`config.mk`:
```
export PLATFORM = sky130hd
export DESIGN_NAME = morse_character_keyer_unit
export DESIGN_NICKNAME = d
export VERILOG_FILES = /design/src/rtl/core/mck_pkg.sv /design/src/rtl/core/mck_useq.sv /design/src/rtl/core/morse_character_keyer_unit.sv
export VERILOG_INCLUDE_DIRS = /design/src /design/src/rtl/core
export SDC_FILE = /design/constraint.sdc
export NUM_CORES = 1
export LEC_CHECK = 0
export ABC_AREA = 1
export ABC_CLOCK_PERIOD_IN_PS = 11800
export BUFFER_PORTS_ARGS = -buffer_cell sky130_fd_sc_hd__buf_2
export CAP_MARGIN = 40
export CORE_MARGIN = 1
export CORE_UTILIZATION = 60
export DETAILED_ROUTE_END_ITERATION = 8
export PLACE_DENSITY = 0.85
export SYNTH_ARGS = -nofsm -noshare
export SYNTH_HDL_FRONTEND = slang
export SYNTH_SLANG_ARGS = --single-unit
```
`constraint.sdc`:
```
create_clock -name clk -period 11.8 [get_ports clk]
set_input_delay 2.36 -clock clk [delete_from_list [all_inputs] [get_ports clk]]
set_output_delay 2.36 -clock clk [all_outputs]
set_load 0.005 [all_outputs]
```
`src/rtl/core/assert_macros.svh`:
```
// ---------------------------------------------------------------------------
// Assertion macros
// Concurrent assertion wrappers; empty when built for synthesis.
// ---------------------------------------------------------------------------
`ifndef ASSERT_MACROS_SVH
`define ASSERT_MACROS_SVH

`ifndef SYNTHESIS
// Clocked assertion, disabled during reset
`define MCK_ASSERT(lbl, clk, rst, prop) \
  lbl: assert property (@(posedge clk) disable iff (rst) prop) \
    else $error("keyer assertion failed");
// Clocked assertion, checked during reset as well
`define MCK_ASSERT_ALWAYS(lbl, clk, prop) \
  lbl: assert property (@(posedge clk) prop) \
    else $error("keyer assertion failed");
`else
`define MCK_ASSERT(lbl, clk, rst, prop)
`define MCK_ASSERT_ALWAYS(lbl, clk, prop)
`endif

`endif

```
`src/rtl/core/mck_pkg.sv`:
```
// ---------------------------------------------------------------------------
// mck_pkg
// Types, constants, Morse table and microprogram of the character keyer.
// ---------------------------------------------------------------------------
package mck_pkg;

  localparam int DotW  = 10;
  localparam int DurW  = 13;
  localparam int UnitW = 3;
  localparam int PcW   = 4;
  localparam int CntW  = 3;
  localparam int BitsW = 5;

  localparam logic [DotW-1:0] DotReset = 10'd60;

  // Configuration register indexes
  localparam logic REG_DOT_TIME = 1'b0;

  // Fixed codes for the SOS prosign (length in low 3 bits, elements above)
  localparam logic [7:0] SosS    = 8'b0000_0011;
  localparam logic [7:0] SosO    = 8'b0011_1011;
  localparam logic [2:0] LenMask = 3'h7;

  localparam logic [UnitW-1:0] UnitDot     = 3'd1;
  localparam logic [UnitW-1:0] UnitDash    = 3'd3;
  localparam logic [UnitW-1:0] UnitLetGap  = 3'd3;
  localparam logic [UnitW-1:0] UnitWordGap = 3'd7;
  localparam logic [5:0]       DigitCount  = 6'd10;

  // Microprogram entry points
  localparam logic [PcW-1:0] PcChr = 4'd0;
  localparam logic [PcW-1:0] PcSos = 4'd4;

  typedef enum logic [1:0] {
    LD_NONE = 2'd0,
    LD_CHAR = 2'd1,
    LD_S    = 2'd2,
    LD_O    = 2'd3
  } ld_sel_t;

  typedef enum logic [2:0] {
    EM_NONE     = 3'd0,
    EM_ELEM_ON  = 3'd1,
    EM_OFF_UNIT = 3'd2,
    EM_CHAR_GAP = 3'd3,
    EM_WORD_GAP = 3'd4
  } emit_sel_t;

  typedef enum logic [1:0] {
    J_NEXT    = 2'd0,
    J_ZERO    = 2'd1,
    J_NONZERO = 2'd2,
    J_END     = 2'd3
  } jmp_sel_t;

  typedef struct packed {
    ld_sel_t        ld;
    emit_sel_t      emit;
    jmp_sel_t       jmp;
    logic [PcW-1:0] target;
    logic           last;
  } ucw_t;

  // Segment request from sequencer to output stage
  typedef struct packed {
    logic             valid;
    logic             key_on;
    logic [UnitW-1:0] units;
    logic             last;
  } seg_req_t;

  function automatic ucw_t mk_ucw(ld_sel_t ld, emit_sel_t em, jmp_sel_t j,
                                  logic [PcW-1:0] tgt, logic lst);
    ucw_t w;
    w.ld     = ld;
    w.emit   = em;
    w.jmp    = j;
    w.target = tgt;
    w.last   = lst;
    return w;
  endfunction

  // Microprogram: each step emits at most one segment
  function automatic ucw_t ucode(logic [PcW-1:0] pc);
    ucw_t w;
    unique case (pc)
      // character: load code, element loop, gap
      4'd0:    w = mk_ucw(LD_CHAR, EM_NONE,     J_ZERO,    4'd3,  1'b0);
      4'd1:    w = mk_ucw(LD_NONE, EM_ELEM_ON,  J_NEXT,    4'd0,  1'b0);
      4'd2:    w = mk_ucw(LD_NONE, EM_OFF_UNIT, J_NONZERO, 4'd1,  1'b0);
      4'd3:    w = mk_ucw(LD_NONE, EM_CHAR_GAP, J_END,     4'd0,  1'b1);
      // SOS: S, O, S run together, then word gap
      4'd4:    w = mk_ucw(LD_S,    EM_NONE,     J_NEXT,    4'd0,  1'b0);
      4'd5:    w = mk_ucw(LD_NONE, EM_ELEM_ON,  J_NEXT,    4'd0,  1'b0);
      4'd6:    w = mk_ucw(LD_NONE, EM_OFF_UNIT, J_NONZERO, 4'd5,  1'b0);
      4'd7:    w = mk_ucw(LD_O,    EM_NONE,     J_NEXT,    4'd0,  1'b0);
      4'd8:    w = mk_ucw(LD_NONE, EM_ELEM_ON,  J_NEXT,    4'd0,  1'b0);
      4'd9:    w = mk_ucw(LD_NONE, EM_OFF_UNIT, J_NONZERO, 4'd8,  1'b0);
      4'd10:   w = mk_ucw(LD_S,    EM_NONE,     J_NEXT,    4'd0,  1'b0);
      4'd11:   w = mk_ucw(LD_NONE, EM_ELEM_ON,  J_NEXT,    4'd0,  1'b0);
      4'd12:   w = mk_ucw(LD_NONE, EM_OFF_UNIT, J_NONZERO, 4'd11, 1'b0);
      4'd13:   w = mk_ucw(LD_NONE, EM_WORD_GAP, J_END,     4'd0,  1'b1);
      default: w = mk_ucw(LD_NONE, EM_NONE,     J_END,     4'd0,  1'b0);
    endcase
    return w;
  endfunction

  // International Morse: digits 0-9 then letters A-Z
  function automatic logic [7:0] morse_rom(logic [5:0] idx);
    logic [7:0] v;
    unique case (idx)
      6'd0:  v = 8'hFD; 6'd1:  v = 8'hF5; 6'd2:  v = 8'hE5; 6'd3:  v = 8'hC5;
      6'd4:  v = 8'h85; 6'd5:  v = 8'h05; 6'd6:  v = 8'h0D; 6'd7:  v = 8'h1D;
      6'd8:  v = 8'h3D; 6'd9:  v = 8'h7D; 6'd10: v = 8'h12; 6'd11: v = 8'h0C;
      6'd12: v = 8'h2C; 6'd13: v = 8'h0B; 6'd14: v = 8'h01; 6'd15: v = 8'h24;
      6'd16: v = 8'h1B; 6'd17: v = 8'h04; 6'd18: v = 8'h02; 6'd19: v = 8'h74;
      6'd20: v = 8'h2B; 6'd21: v = 8'h14; 6'd22: v = 8'h1A; 6'd23: v = 8'h0A;
      6'd24: v = 8'h3B; 6'd25: v = 8'h34; 6'd26: v = 8'h5C; 6'd27: v = 8'h13;
      6'd28: v = 8'h03; 6'd29: v = 8'h09; 6'd30: v = 8'h23; 6'd31: v = 8'h44;
      6'd32: v = 8'h33; 6'd33: v = 8'h4C; 6'd34: v = 8'h6C; 6'd35: v = 8'h1C;
      default: v = 8'h00;
    endcase
    return v;
  endfunction

  // Code for one ASCII character; zero length when it has no Morse form
  function automatic logic [7:0] char_code_lookup(logic [7:0] c);
    logic [7:0] code;
    code = 8'h00;
    if (c >= "0" && c <= "9") begin
      code = morse_rom(6'(c - 8'h30));
    end else if (c >= "A" && c <= "Z") begin
      code = morse_rom(DigitCount + 6'(c - 8'h41));
    end else if (c >= "a" && c <= "z") begin
      code = morse_rom(DigitCount + 6'(c - 8'h61));
    end
    return code;
  endfunction

endpackage

```
`src/rtl/core/mck_useq.sv`:
```
// ---------------------------------------------------------------------------
// mck_useq
// Microcoded sequencer: walks the keying program and requests segments.
// ---------------------------------------------------------------------------
module mck_useq (
  input  logic              clk,
  input  logic              rst,
  input  logic              start,
  input  logic              op,
  input  logic [7:0]        char_code,
  input  logic              slot_free,
  output logic              busy,
  output mck_pkg::seg_req_t seg
);
  import mck_pkg::*;

  logic [PcW-1:0]   pc;
  logic [PcW-1:0]   pc_next;
  logic [7:0]       char_r;
  logic [CntW-1:0]  cnt;
  logic [CntW-1:0]  cnt_next;
  logic [BitsW-1:0] bits;
  logic [BitsW-1:0] bits_next;
  logic [7:0]       ld_code;
  ucw_t             uw;
  logic             emits;
  logic             advance;
  logic             taken;

  assign uw      = ucode(pc);
  assign emits   = (uw.emit != EM_NONE);
  assign advance = busy && (!emits || slot_free);

  // element register load / shift
  always_comb begin
    unique case (uw.ld)
      LD_CHAR: ld_code = char_code_lookup(char_r);
      LD_S:    ld_code = SosS;
      LD_O:    ld_code = SosO;
      default: ld_code = 8'h00;
    endcase
    cnt_next  = cnt;
    bits_next = bits;
    if (uw.ld != LD_NONE) begin
      cnt_next  = ld_code[2:0] & LenMask;
      bits_next = ld_code[7:3];
    end else if (uw.emit == EM_OFF_UNIT) begin
      cnt_next  = cnt - 3'd1;
      bits_next = bits >> 1;
    end
  end

  // branch condition on the updated element count
  always_comb begin
    unique case (uw.jmp)
      J_ZERO:    taken = (cnt_next == '0);
      J_NONZERO: taken = (cnt_next != '0);
      default:   taken = 1'b0;
    endcase
    pc_next = taken ? uw.target : pc + 4'd1;
  end

  // segment request
  always_comb begin
    seg.valid  = busy && emits;
    seg.last   = uw.last;
    seg.key_on = 1'b0;
    unique case (uw.emit)
      EM_ELEM_ON: begin
        seg.key_on = 1'b1;
        seg.units  = bits[0] ? UnitDash : UnitDot;
      end
      EM_OFF_UNIT: seg.units = UnitDot;
      EM_CHAR_GAP: seg.units = (char_r == " ") ? UnitWordGap : UnitLetGap;
      EM_WORD_GAP: seg.units = UnitWordGap;
      default:     seg.units = UnitDot;
    endcase
  end

  // control state
  always_ff @(posedge clk) begin
    if (rst) begin
      busy <= 1'b0;
      pc   <= PcChr;
    end else if (start) begin
      busy <= 1'b1;
      pc   <= op ? PcSos : PcChr;
    end else if (advance) begin
      pc <= pc_next;
      if (uw.jmp == J_END) begin
        busy <= 1'b0;
      end
    end
  end

  // payload state
  always_ff @(posedge clk) begin
    if (start) begin
      char_r <= char_code;
    end
    if (advance) begin
      cnt  <= cnt_next;
      bits <= bits_next;
    end
  end

endmodule

```
`src/rtl/core/morse_character_keyer_unit.sv`:
```
// ---------------------------------------------------------------------------
// morse_character_keyer_unit
// Turns a character or an SOS request into timed keying segments.
// ---------------------------------------------------------------------------
// An accepted request first runs a load step; the first segment is then
// registered in the output register. The microprogram requests one segment per
// cycle while the output slot is free, plus one load step per Morse code.
// The next request is taken once the sequencer has queued the last segment.
// Reset: synchronous, clears the sequencer and output valid; dot time to 60 ms.
`include "assert_macros.svh"

module morse_character_keyer_unit (
  input  logic        clk,
  input  logic        rst,
  // request stream
  input  logic        s_tvalid,
  output logic        s_tready,
  input  logic [7:0]  s_tdata,   // [7:0] char_code
  input  logic        s_tuser,   // [0] op (0 character, 1 SOS)
  // segment stream
  output logic        m_tvalid,
  input  logic        m_tready,
  output logic [15:0] m_tdata,   // [0] key_on, [13:1] duration_ms, [15:14] zero
  output logic        m_tlast,
  // configuration port
  input  logic        psel,
  input  logic        penable,
  input  logic        pwrite,
  input  logic [2:0]  paddr,
  input  logic [31:0] pwdata,
  output logic [31:0] prdata,
  output logic        pready
);
  import mck_pkg::*;

  logic            busy;
  logic            start;
  logic            slot_free;
  seg_req_t        seg;
  logic [DotW-1:0] dot_time;
  logic            key_r;
  logic [DurW-1:0] dur_r;
  logic            last_r;
  logic [DurW-1:0] dur_calc;

  assign s_tready  = !busy && !rst;
  assign start     = s_tvalid && s_tready;
  assign slot_free = !m_tvalid || m_tready;

  mck_useq u_useq (
    .clk       (clk),
    .rst       (rst),
    .start     (start),
    .op        (s_tuser),
    .char_code (s_tdata),
    .slot_free (slot_free),
    .busy      (busy),
    .seg       (seg)
  );

  // configuration register
  assign pready = 1'b1;
  assign prdata = (paddr[2] == REG_DOT_TIME) ? {22'd0, dot_time} : 32'd0;

  always_ff @(posedge clk) begin
    if (rst) begin
      dot_time <= DotReset;
    end else if (psel && penable && pwrite && pready && paddr[2] == REG_DOT_TIME) begin
      dot_time <= pwdata[DotW-1:0];
    end
  end

  // segment length: units times dot time
  assign dur_calc = DurW'({3'd0, dot_time} * {10'd0, seg.units});

  // output register
  always_ff @(posedge clk) begin
    if (rst) begin
      m_tvalid <= 1'b0;
    end else if (slot_free) begin
      m_tvalid <= seg.valid;
    end
  end

  always_ff @(posedge clk) begin
    if (slot_free && seg.valid) begin
      key_r  <= seg.key_on;
      dur_r  <= dur_calc;
      last_r <= seg.last;
    end
  end

  assign m_tdata = {2'b00, dur_r, key_r};
  assign m_tlast = last_r;

  // checks
  `MCK_ASSERT(a_start_busy, clk, rst, start |=> busy)
  `MCK_ASSERT(a_last_done, clk, rst, (seg.valid && seg.last && slot_free) |=> !busy)
  `MCK_ASSERT(a_on_units, clk, rst,
    (seg.valid && seg.key_on) |-> (seg.units == UnitDot || seg.units == UnitDash))

endmodule
```
==> results.py, run 1 <==
metrics = {
    "yosys": {
        "yosysSeqAreaShare_pct": 30.8,
        "synth_top_area_cell": "edfxtp_1",
        "ys.flop_type": "edfxtp_1",
        "ys_top_cells_by_area": "edfxtp_1 19%, dfxtp_1 12%, nand2_1 11%, ha_1 8.3%, inv_1 7.1%",
        "synthesis.area_um2": 4840,
        "synth-seq-cells": 59,
        "netlist.area_leader.share_pct": 19.2,
        "yosysUniqueCellTypes": 41,
        "synthCells": 672,
        "synth_edf_count": 31,
        "async_reset_ff_share_pct": 0,
        "yosysWarningCount": 0,
        "syn_avg_cell_area_um2": 7.20,
    },
    "worst_setup_path": {
        "crit_fanout": 11,
        "crit_path_top_delay_cell": "buf_2",
        "critPathRequiredTime_ns": 9.44,
        "criticalPathCategory": "in -> out",
        "slowest_delay_ns": 0.16,
        "arrival_ns": 2.76,
        "start_kind": "input pin",
        "path_cells": "buf_2 > nor2_1 > buf_2",
        "end_kind": "primary output",
        "ff2ff_path_depth": 24,
        "crit_path_frequent_cell": "buf_2",
    },
    "sta": {
        "hold_violations": 0,
        "worst_pin_slew_ns": 0.723,
        "fmax_mhz": 195,
        "relSlewSlack_pct": 51.8,
        "rsz0062_at_grt": "no",
        "tns_ns": 0,
        "hold-worst-slack_ns": 0.418,
        "period_needed_ns": 5.12,
        "setup_ws_ns": 6.68,
        "setup_violations": 0,
        "finClkSkew_ns": 0.0115,
        "slew_violations": 0,
        "min_period_over_period_pct": 43.4,
    },
    "flow_run": {
        "maxCapViolations": 0,
    },
    "routing": {
        "routedWlPerCell_um": 13.9,
        "vias": 4574,
        "dr.pass1.iters": 5,
        "drtIter0Drc": 381,
        "viasPerCell": 5.57,
        "wl_um": 11400,
        "drtAntennaViolNets": 0,
        "drc_errors": 0,
    },
    "die": {
        "boundaryPins": 103,
        "die_h_um": 91.8,
        "core_area_um2": 7770,
        "fp-row-count": 32,
        "start_util_pct": 62.3,
        "fp.dieW_um": 91.8,
        "die_area_um2": 8430,
    },
    "pwr": {
        "leakage_nw": 2.71,
        "power.total_mw": 0.772,
        "irDropWorstVdd_uv": 149,
        "powerDensity_nw_per_um2": 147,
    },
    "layout": {
        "antenna_cells": 0,
        "nNetsFinal": 806,
        "mostFrequentLayoutCells": "147 x nand2_1, 92 x inv_1, 65 x nand3_1",
        "fin_cells": 821,
        "final_common_cell": "nand2_1",
        "syn_to_final_growth_pct": 8.12,
        "final_cell_area_um2": 5230,
        "drive_above_1_share_pct": 14.2,
        "final_core_util_pct": 67.4,
    },
    "outcome": {
        "status": "finished clean",
    },
    "placement": {
        "port_buffers": 53,
        "post-dp-hpwl_um": 8660,
        "place_area_um2": 5010,
        "gp_congestion": 0.939,
        "placed_cells_incl_taps": 805,
        "dp_slack_ns": 6.69,
    },
    "min_path": {
        "holdCritPathClass": "reg -> reg",
        "hold_depth": 0,
    },
    "clock_tree": {
        "cts_buffers": 9,
        "cts_sinks": 59,
        "insertion_delay_ns": 0.34,
        "cts_root_buf": "clkbuf_8",
        "hold_buffers": 0,
        "post_cts_buffers": 0,
        "clk_path_buf_depth": 2,
        "cts_resized": 0,
        "cts_max_level": 3,
        "clkTransAtPathRegs_ns": 0.07,
        "cts_tree": "built",
    },
    "global_route": {
        "grt_util_all_layers_pct": 27.9,
        "grt_max_degree": 21,
        "grt_pass1_vias": 4155,
        "overflow": 0,
        "antenna_found_initial": 0,
        "grt_pass1_wl_um": 18900,
    },
}
[synthesized netlist by cell type, types with 2 or more instances]
master and n:
a21oi_1 43, a22o_1 2, a31oi_1 3, and3_1 2
buf_2 7, buf_4 33, clkbuf_1 5, conb_1 2
dfxtp_1 28, edfxtp_1 31, fa_1 9, ha_1 32
inv_1 92, inv_2 7, nand2_1 147, nand2_2 12
nand2_4 2, nand3_1 65, nand3_2 4, nand3b_1 5
nand4_1 6, nand4_2 2, nor2_1 53, nor2_2 2
nor3_1 3, o211ai_1 11, o21ai_0 37, o21ai_1 3
o311ai_0 4, or2_2 2, xnor2_1 3, xor2_1 6
[worst max-delay path: cells and delay by family]
family	cells	cell delay (ns)
simple gates	1	0.12
buf+inv	2	0.28
[layer usage]
layer	track usage, %	wire length (µm)
met5	0	0
met4	9.77	212
met3	4.39	796
met2	46.1	5400
met1	37.2	5010
[logic make-up after synthesis]
family,after synthesis,synth area share (%)
other,2,0.155
xor gates and xnor gates,9,1.63
and+or+nand+nor,308,28.7
buffers and inverters,145,14.1
DFF,59,30.8
adders and majority gates,41,12.0
AOI/OAI and AO/OA,108,12.6
[path summary, 6_finish.rpt]
path / start / endpoint / slack [ns]
worst max-delay path: paddr[2] / prdata[5] / 6.68
worst min-delay path: u_useq.uw[0] / m_tlast / 0.42
worst max register to register: u_useq.char_r[0] / dur_r[12] / 6.93
worst min register to register: u_useq.uw[0] / m_tlast / 0.42
[registers in the layout, indices dropped and copies added (netlist names), 3 cells and up]
register       flops
u_useq.uw         12
dur_r             13
u_useq.pc          4
u_useq.bits        5
u_useq.cnt         3
u_useq.char_r      8
dot_time          10
[area by class of cell]
cell class / instances / area, µm²
clock buffers: 10 / 149
well taps: 102 / 128
repair buffers: 54 / 273
fillers: 653 / 2530
inverters: 99 / 372
flip-flops and latches: 59 / 1490
clock inverters: 6 / 70.1
multi-input cells: 491 / 2750
[power by group]
group / switching [mW] / internal, mW / total [mW]
sequential: 0.0226 / 0.262 / 0.285
clock: 0.0884 / 0.112 / 0.200
combinational: 0.187 / 0.0993 / 0.286
(Power assumes the default switching activity.)
==> run 2: changes to the inputs <==
--- a/config.mk
+++ b/config.mk
@@ -6,14 +6,14 @@
 export SDC_FILE = /design/constraint.sdc
 export NUM_CORES = 1
 export LEC_CHECK = 0
-export ABC_AREA = 1
-export ABC_CLOCK_PERIOD_IN_PS = 11800
+export ABC_AREA = 0
+export ABC_CLOCK_PERIOD_IN_PS = 4700
 export BUFFER_PORTS_ARGS = -buffer_cell sky130_fd_sc_hd__buf_2
 export CAP_MARGIN = 40
 export CORE_MARGIN = 1
-export CORE_UTILIZATION = 60
+export CORE_UTILIZATION = 51
 export DETAILED_ROUTE_END_ITERATION = 8
-export PLACE_DENSITY = 0.85
+export PLACE_DENSITY = 0.76
 export SYNTH_ARGS = -nofsm -noshare
 export SYNTH_HDL_FRONTEND = slang
 export SYNTH_SLANG_ARGS = --single-unit
==> constraint.sdc (replaced) <==
create_clock -name clk -period 4.7 [get_ports clk]
set_input_delay 0.94 -clock clk [delete_from_list [all_inputs] [get_ports clk]]
set_output_delay 0.94 -clock clk [all_outputs]
set_load 0.005 [all_outputs]
==> results.py, run 2 <==
metrics = {
    "routing": {
        "dr_wl_met3_um": 664,
        "dr.pass1.iters": 5,
        "viasPerCell": 5.63,
        "wl_um": 11800,
        "drtIter0Drc": 310,
        "routedWlPerCell_um": 15.4,
        "wl_met1_um": 5260,
        "routed.top_layer": "met4",
        "vias": 4315,
        "drtAntennaViolNets": 0,
        "drc_errors": 0,
        "wl_met2_um": 5610,
    },
    "worst_setup_path": {
        "start_kind": "flop",
        "path_cells": "ha_1 > ha_1 > a21o_1 > nand2_1 > o21ai_0 > a221oi_1 > o22ai_1 > o21a_2 > o21a_4 > or2_2 > a311oi_1 > nor2_1 > inv_1 > ha_1 > or4b_1 > o21ai_0",
        "crit_path_top_delay_cell": "edfxtp_1",
        "crit_family": "compound AO/OA/AOI/OAI gates",
        "path_buf_inv": 1,
        "slowest_delay_ns": 0.52,
        "crit_fanout": 8,
        "crit_path_frequent_cell": "ha_1",
        "end_kind": "flop",
        "critPathRequiredTime_ns": 4.96,
        "arrival_ns": 4.74,
        "criticalPathCategory": "reg -> reg",
    },
    "yosys": {
        "yosysSeqAreaShare_pct": 29.8,
        "async_reset_ff_share_pct": 0,
        "synthesis.area_um2": 5010,
        "yosysWarningCount": 0,
        "netlist.area_leader.share_pct": 18.6,
        "ys.flop_type": "edfxtp_1",
        "netlist_top_cells_count": "64 x nand2_1, 52 x inv_1, 40 x nor2_1, 37 x a21oi_1, 32 x ha_1",
        "synth_top_area_cell": "edfxtp_1",
        "yosysMostFrequentCell": "nand2_1",
        "synthCells": 577,
        "synth_edf_count": 31,
        "syn_avg_cell_area_um2": 8.68,
        "synth-seq-cells": 59,
        "ys_top_cells_by_area": "edfxtp_1 19%, dfxtp_1 11%, ha_1 8.0%, nand2_1 4.8%, buf_4 4.3%",
        "yosysUniqueCellTypes": 87,
    },
    "die": {
        "start_util_pct": 53.4,
        "die_area_um2": 10200,
        "boundaryPins": 103,
        "fp-row-count": 35,
        "fp.dieW_um": 101,
        "die_h_um": 101,
        "core_area_um2": 9370,
    },
    "pwr": {
        "power.total_mw": 1.91,
        "irDropWorstVdd_uv": 349,
        "leakage_nw": 2.46,
        "powerDensity_nw_per_um2": 342,
    },
    "placement": {
        "port_buffers": 53,
        "place_area_um2": 5350,
        "gp_congestion": 0.953,
        "post-dp-hpwl_um": 8830,
    },
    "sta": {
        "worst_pin_slew_ns": 0.703,
        "setup_violations": 0,
        "slew_violations": 0,
        "period_needed_ns": 4.48,
        "tns_ns": 0,
        "hold_violations": 0,
        "hold-worst-slack_ns": 0.420,
        "min_period_over_period_pct": 95.3,
        "relSlewSlack_pct": 52.8,
        "fmax_mhz": 223,
        "finClkSkew_ns": 0.0145,
    },
    "global_route": {
        "grt_pass1_wl_um": 19100,
        "overflow": 0,
        "grt_pass1_vias": 4017,
        "grt_max_degree": 27,
        "antenna_found_initial": 0,
        "grt_util_all_layers_pct": 23.8,
    },
    "layout": {
        "final_cell_area_um2": 5580,
        "nNetsFinal": 724,
        "syn_to_final_growth_pct": 11.5,
        "multi_input_area_um2": 3060,
        "mostFrequentLayoutCells": "63 x nand2_1, 53 x buf_2, 51 x inv_1",
        "nFillCells": 815,
        "largest_reg_flops": 13,
        "final_common_cell": "nand2_1",
        "antenna_cells": 0,
        "drive_above_1_share_pct": 19.5,
        "top_register": "dur_r",
        "regArea_um2": 1490,
    },
    "clock_tree": {
        "clk_path_buf_depth": 2,
        "insertion_delay_ns": 0.34,
        "clkTransAtPathRegs_ns": 0.06,
        "cts_sinks": 59,
        "cts_tree": "built",
        "cts_buffers": 9,
        "cts_root_buf": "clkbuf_8",
        "cts_max_level": 3,
    },
    "outcome": {
        "status": "finished clean",
    },
    "min_path": {
        "holdCritPathClass": "reg -> reg",
    },
    "flow_run": {
        "maxCapViolations": 0,
    },
}
==> run 2: cell types whose count changed after synthesis, moves of 9 or more <==
cell      delta
nand2_1     -83
nand3_1     -54
inv_1       -40
clkbuf_1    +13
mux2i_1     +13
nor2_1      -13
o21ai_0     -12
nand2_2     -11
xnor2_1      +9
==> run 2: cell families (layout without fill, tap and decap cells) <==
| group | count (synthesis) | after routing | synth area share, % |
|---|---|---|---|
| mux | 17 | 17 | 3.95 |
| buf+inv | 110 | 147 | 10.9 |
| fa+ha+maj | 41 | 41 | 11.6 |
| simple gates | 177 | 177 | 18.0 |
| xor+xnor | 20 | 20 | 4.25 |
| flops | 59 | 59 | 29.8 |
| other cells | 2 | 25 | 0.150 |
| compound gates | 151 | 151 | 21.4 |
==> run 2: final cells by class <==
cell class / count / area share [%]
clock buffer: 11 / 2.53
clock inverter: 5 / 1.37
inverter: 53 / 3.56
multi-input combinational: 431 / 54.8
sequential: 59 / 26.7
tap: 129 / 2.89
timing repair buffer: 78 / 8.11
==> run 2: per-stage QoR <==
step	setup WS, ns	instances	util, %
3_3_place_gp	0.302	748	57.1
2_1_floorplan	0.315	600	-
3_5_place_dp	0.247	748	57.1
4_1_cts	0.192	764	59.4
6_report	0.222	766	59.6
5_1_grt	-0.0140	766	59.6
==> run 2: metal layers <==
| layer | global-route usage [%] | vias to the layer above |
|---|---|---|
| li1 | - | 2103 |
| met1 | 32.1 | 2028 |
| met2 | 38.3 | 162 |
| met3 | 3.81 | 22 |
| met4 | 9.03 | 0 |
| met5 | 0 | - |
==> run 2: repair_timing <==
action | CTS | global route
hold buffers | 0 | 0
endpoints found under the setup margin | 0 | 5
endpoints found under the hold margin | 0 | 0
setup buffers | 0 | 2
gates resized for setup | 0 | 2
==> run 2: final timing paths <==
path,from,to,slack [ns],cells past startpoint
worst max-delay path,u_useq.char_r[0],u_useq.uw[7],0.22,16
worst min-delay path,u_useq.uw[0],m_tlast,0.42,0
worst max register to register,u_useq.char_r[0],u_useq.uw[7],0.22,16
worst min register to register,u_useq.uw[0],m_tlast,0.42,0
==> run 2: report_power, final <==
group / total [mW] / internal, mW / switching (mW)
Clock: 0.512 / 0.312 / 0.200
Combinational: 0.688 / 0.291 / 0.397
Sequential: 0.709 / 0.644 / 0.0651
==> run 3: changes to the inputs <==
--- a/config.mk
+++ b/config.mk
@@ -7,13 +7,13 @@
 export NUM_CORES = 1
 export LEC_CHECK = 0
 export ABC_AREA = 0
-export ABC_CLOCK_PERIOD_IN_PS = 4700
+export ABC_CLOCK_PERIOD_IN_PS = 4550
 export BUFFER_PORTS_ARGS = -buffer_cell sky130_fd_sc_hd__buf_2
 export CAP_MARGIN = 40
 export CORE_MARGIN = 1
-export CORE_UTILIZATION = 51
+export CORE_UTILIZATION = 56
 export DETAILED_ROUTE_END_ITERATION = 8
-export PLACE_DENSITY = 0.76
+export PLACE_DENSITY = 0.79
 export SYNTH_ARGS = -nofsm -noshare
 export SYNTH_HDL_FRONTEND = slang
 export SYNTH_SLANG_ARGS = --single-unit
==> constraint.sdc (replaced) <==
create_clock -name clk -period 4.55 [get_ports clk]
set_input_delay 0.91 -clock clk [delete_from_list [all_inputs] [get_ports clk]]
set_output_delay 0.91 -clock clk [all_outputs]
set_load 0.005 [all_outputs]
==> results.py, run 3 (synthesized netlist as in run 2, its figures left out) <==
metrics = {
    "sta": {
        "period_needed_ns": 4.27,
        "hold-worst-slack_ns": 0.417,
        "fmax_mhz": 234,
        "setup_violations": 0,
        "rsz0062_at_grt": "no",
        "setup_ws_ns": 0.279,
        "hold_violations": 0,
        "tns_ns": 0,
        "worst_pin_slew_ns": 0.606,
        "min_period_over_period_pct": 93.9,
        "slew_violations": 0,
        "finClkSkew_ns": 0.00858,
        "relSlewSlack_pct": 59.5,
    },
    "placement": {
        "gp_congestion": 0.936,
        "dp_slack_ns": 0.156,
        "port_buffers": 53,
        "post-dp-hpwl_um": 8910,
        "place_area_um2": 5370,
    },
    "routing": {
        "vias": 4418,
        "drc_errors": 0,
        "routedWlPerCell_um": 16.0,
        "viasPerCell": 5.91,
        "drtIter0Drc": 336,
        "dr.pass1.iters": 5,
        "wl_um": 12000,
        "drtAntennaViolNets": 0,
    },
    "clock_tree": {
        "cts_buffers": 9,
        "insertion_delay_ns": 0.34,
        "cts_tree": "built",
        "cts_sinks": 59,
        "cts_root_buf": "clkbuf_8",
        "clkTransAtPathRegs_ns": 0.07,
        "clk_path_buf_depth": 2,
        "cts_max_level": 3,
    },
    "global_route": {
        "overflow": 0,
        "grt_util_all_layers_pct": 27.0,
        "grt_pass1_wl_um": 19300,
        "antenna_found_initial": 0,
        "grt_max_degree": 33,
        "grt_pass1_vias": 3964,
    },
    "layout": {
        "nNetsFinal": 727,
        "mostFrequentLayoutCells": "63 x nand2_1, 53 x buf_2, 51 x inv_1",
        "largest_reg_flops": 13,
        "top_register": "dur_r",
        "antenna_cells": 0,
        "nFillCells": 739,
        "syn_to_final_growth_pct": 12.2,
        "final_common_cell": "nand2_1",
        "final_cell_area_um2": 5620,
        "drive_above_1_share_pct": 20.8,
    },
    "pwr": {
        "powerDensity_nw_per_um2": 354,
        "sw_frac_of_total_pct": 35.9,
        "combinationalPowerShare_pct": 37.2,
        "power.share.clock_pct": 26.0,
        "p_switching_mw": 0.714,
        "power_frac_seq_pct": 36.8,
        "power.total_mw": 1.99,
        "irDropWorstVdd_uv": 354,
        "leakage_nw": 2.48,
        "intPower_mw": 1.28,
    },
    "min_path": {
        "holdCritPathClass": "reg -> reg",
        "hold_depth": 0,
    },
    "worst_setup_path": {
        "ff2ff_path_depth": 16,
        "criticalPathCategory": "reg -> reg",
        "arrival_ns": 4.54,
        "critPathRequiredTime_ns": 4.81,
        "end_kind": "flop",
        "crit_fanout": 7,
        "start_kind": "flop",
    },
    "die": {
        "fp-row-count": 34,
        "die_area_um2": 9330,
        "die_h_um": 96.6,
        "boundaryPins": 103,
        "core_area_um2": 8680,
        "start_util_pct": 57.7,
        "fp.dieW_um": 96.6,
    },
    "outcome": {
        "status": "finished clean",
    },
    "flow_run": {
        "maxCapViolations": 0,
    },
}
==> run 3: power by group through the flow <==
stage	sequential (mW)	combinational (mW)	clock (mW)
2_1_floorplan	0.715	0.548	0
3_3_place_gp	0.735	0.694	0
3_5_place_dp	0.739	0.717	0
4_1_cts	0.729	0.727	0.526
5_1_grt	0.745	0.820	0.547
6_report	0.732	0.740	0.519
==> run 3: worst max-delay path, cell delays in order, from the launching register on <==
cell	delay [ns]
edfxtp_1	0.49
ha_2	0.28
ha_1	0.38
nand2_1	0.09
o21ai_0	0.08
a311oi_1	0.21
a31oi_1	0.20
a41oi_2	0.29
o311ai_2	0.22
o21a_4	0.28
or2_2	0.31
a311oi_2	0.32
nor2_1	0.09
inv_1	0.10
ha_1	0.26
or4b_1	0.50
o21ai_0	0.09
==> run 3: worst paths after layout <==
check | from | end | slack (ns)
min | u_useq.uw[0] | m_tlast | 0.42
min reg2reg | u_useq.uw[0] | m_tlast | 0.42
max reg2reg | u_useq.char_r[0] | u_useq.uw[7] | 0.28
max | u_useq.char_r[0] | u_useq.uw[7] | 0.28
==> run 3: stage by stage <==
stage | util (%) | cells
global placement | 61.9 | 732
global route | 64.7 | 748
finish | 64.7 | 748
CTS | 64.4 | 748
floorplan | - | 600
detailed placement | 61.9 | 732
==> run 3: per-layer routing <==
| metal | vias to the layer above | track usage [%] | routed length (µm) |
|---|---|---|---|
| met2 | 192 | 44.4 | 5820 |
| met5 | - | 0 | 0 |
| li1 | 2111 | - | - |
| met4 | 0 | 10.9 | 312 |
| met3 | 32 | 3.99 | 783 |
| met1 | 2083 | 35.7 | 5070 |
==> run 3: layout make-up <==
type,instances,area [µm²],area share [%]
timing repair buffer,81,488,8.68
tap,108,135,2.40
inverter,53,199,3.54
sequential,59,1490,26.5
clock buffer,10,149,2.65
multi-input combinational,431,3090,54.9
clock inverter,6,70.1,1.25
==> run 3: what timing repair did <==
action                                  in CTS  in global routing
hold buffers                                 0                  0
resized for setup                            0                  8
endpoints found under the setup margin       0                  5
setup buffers                                0                  0
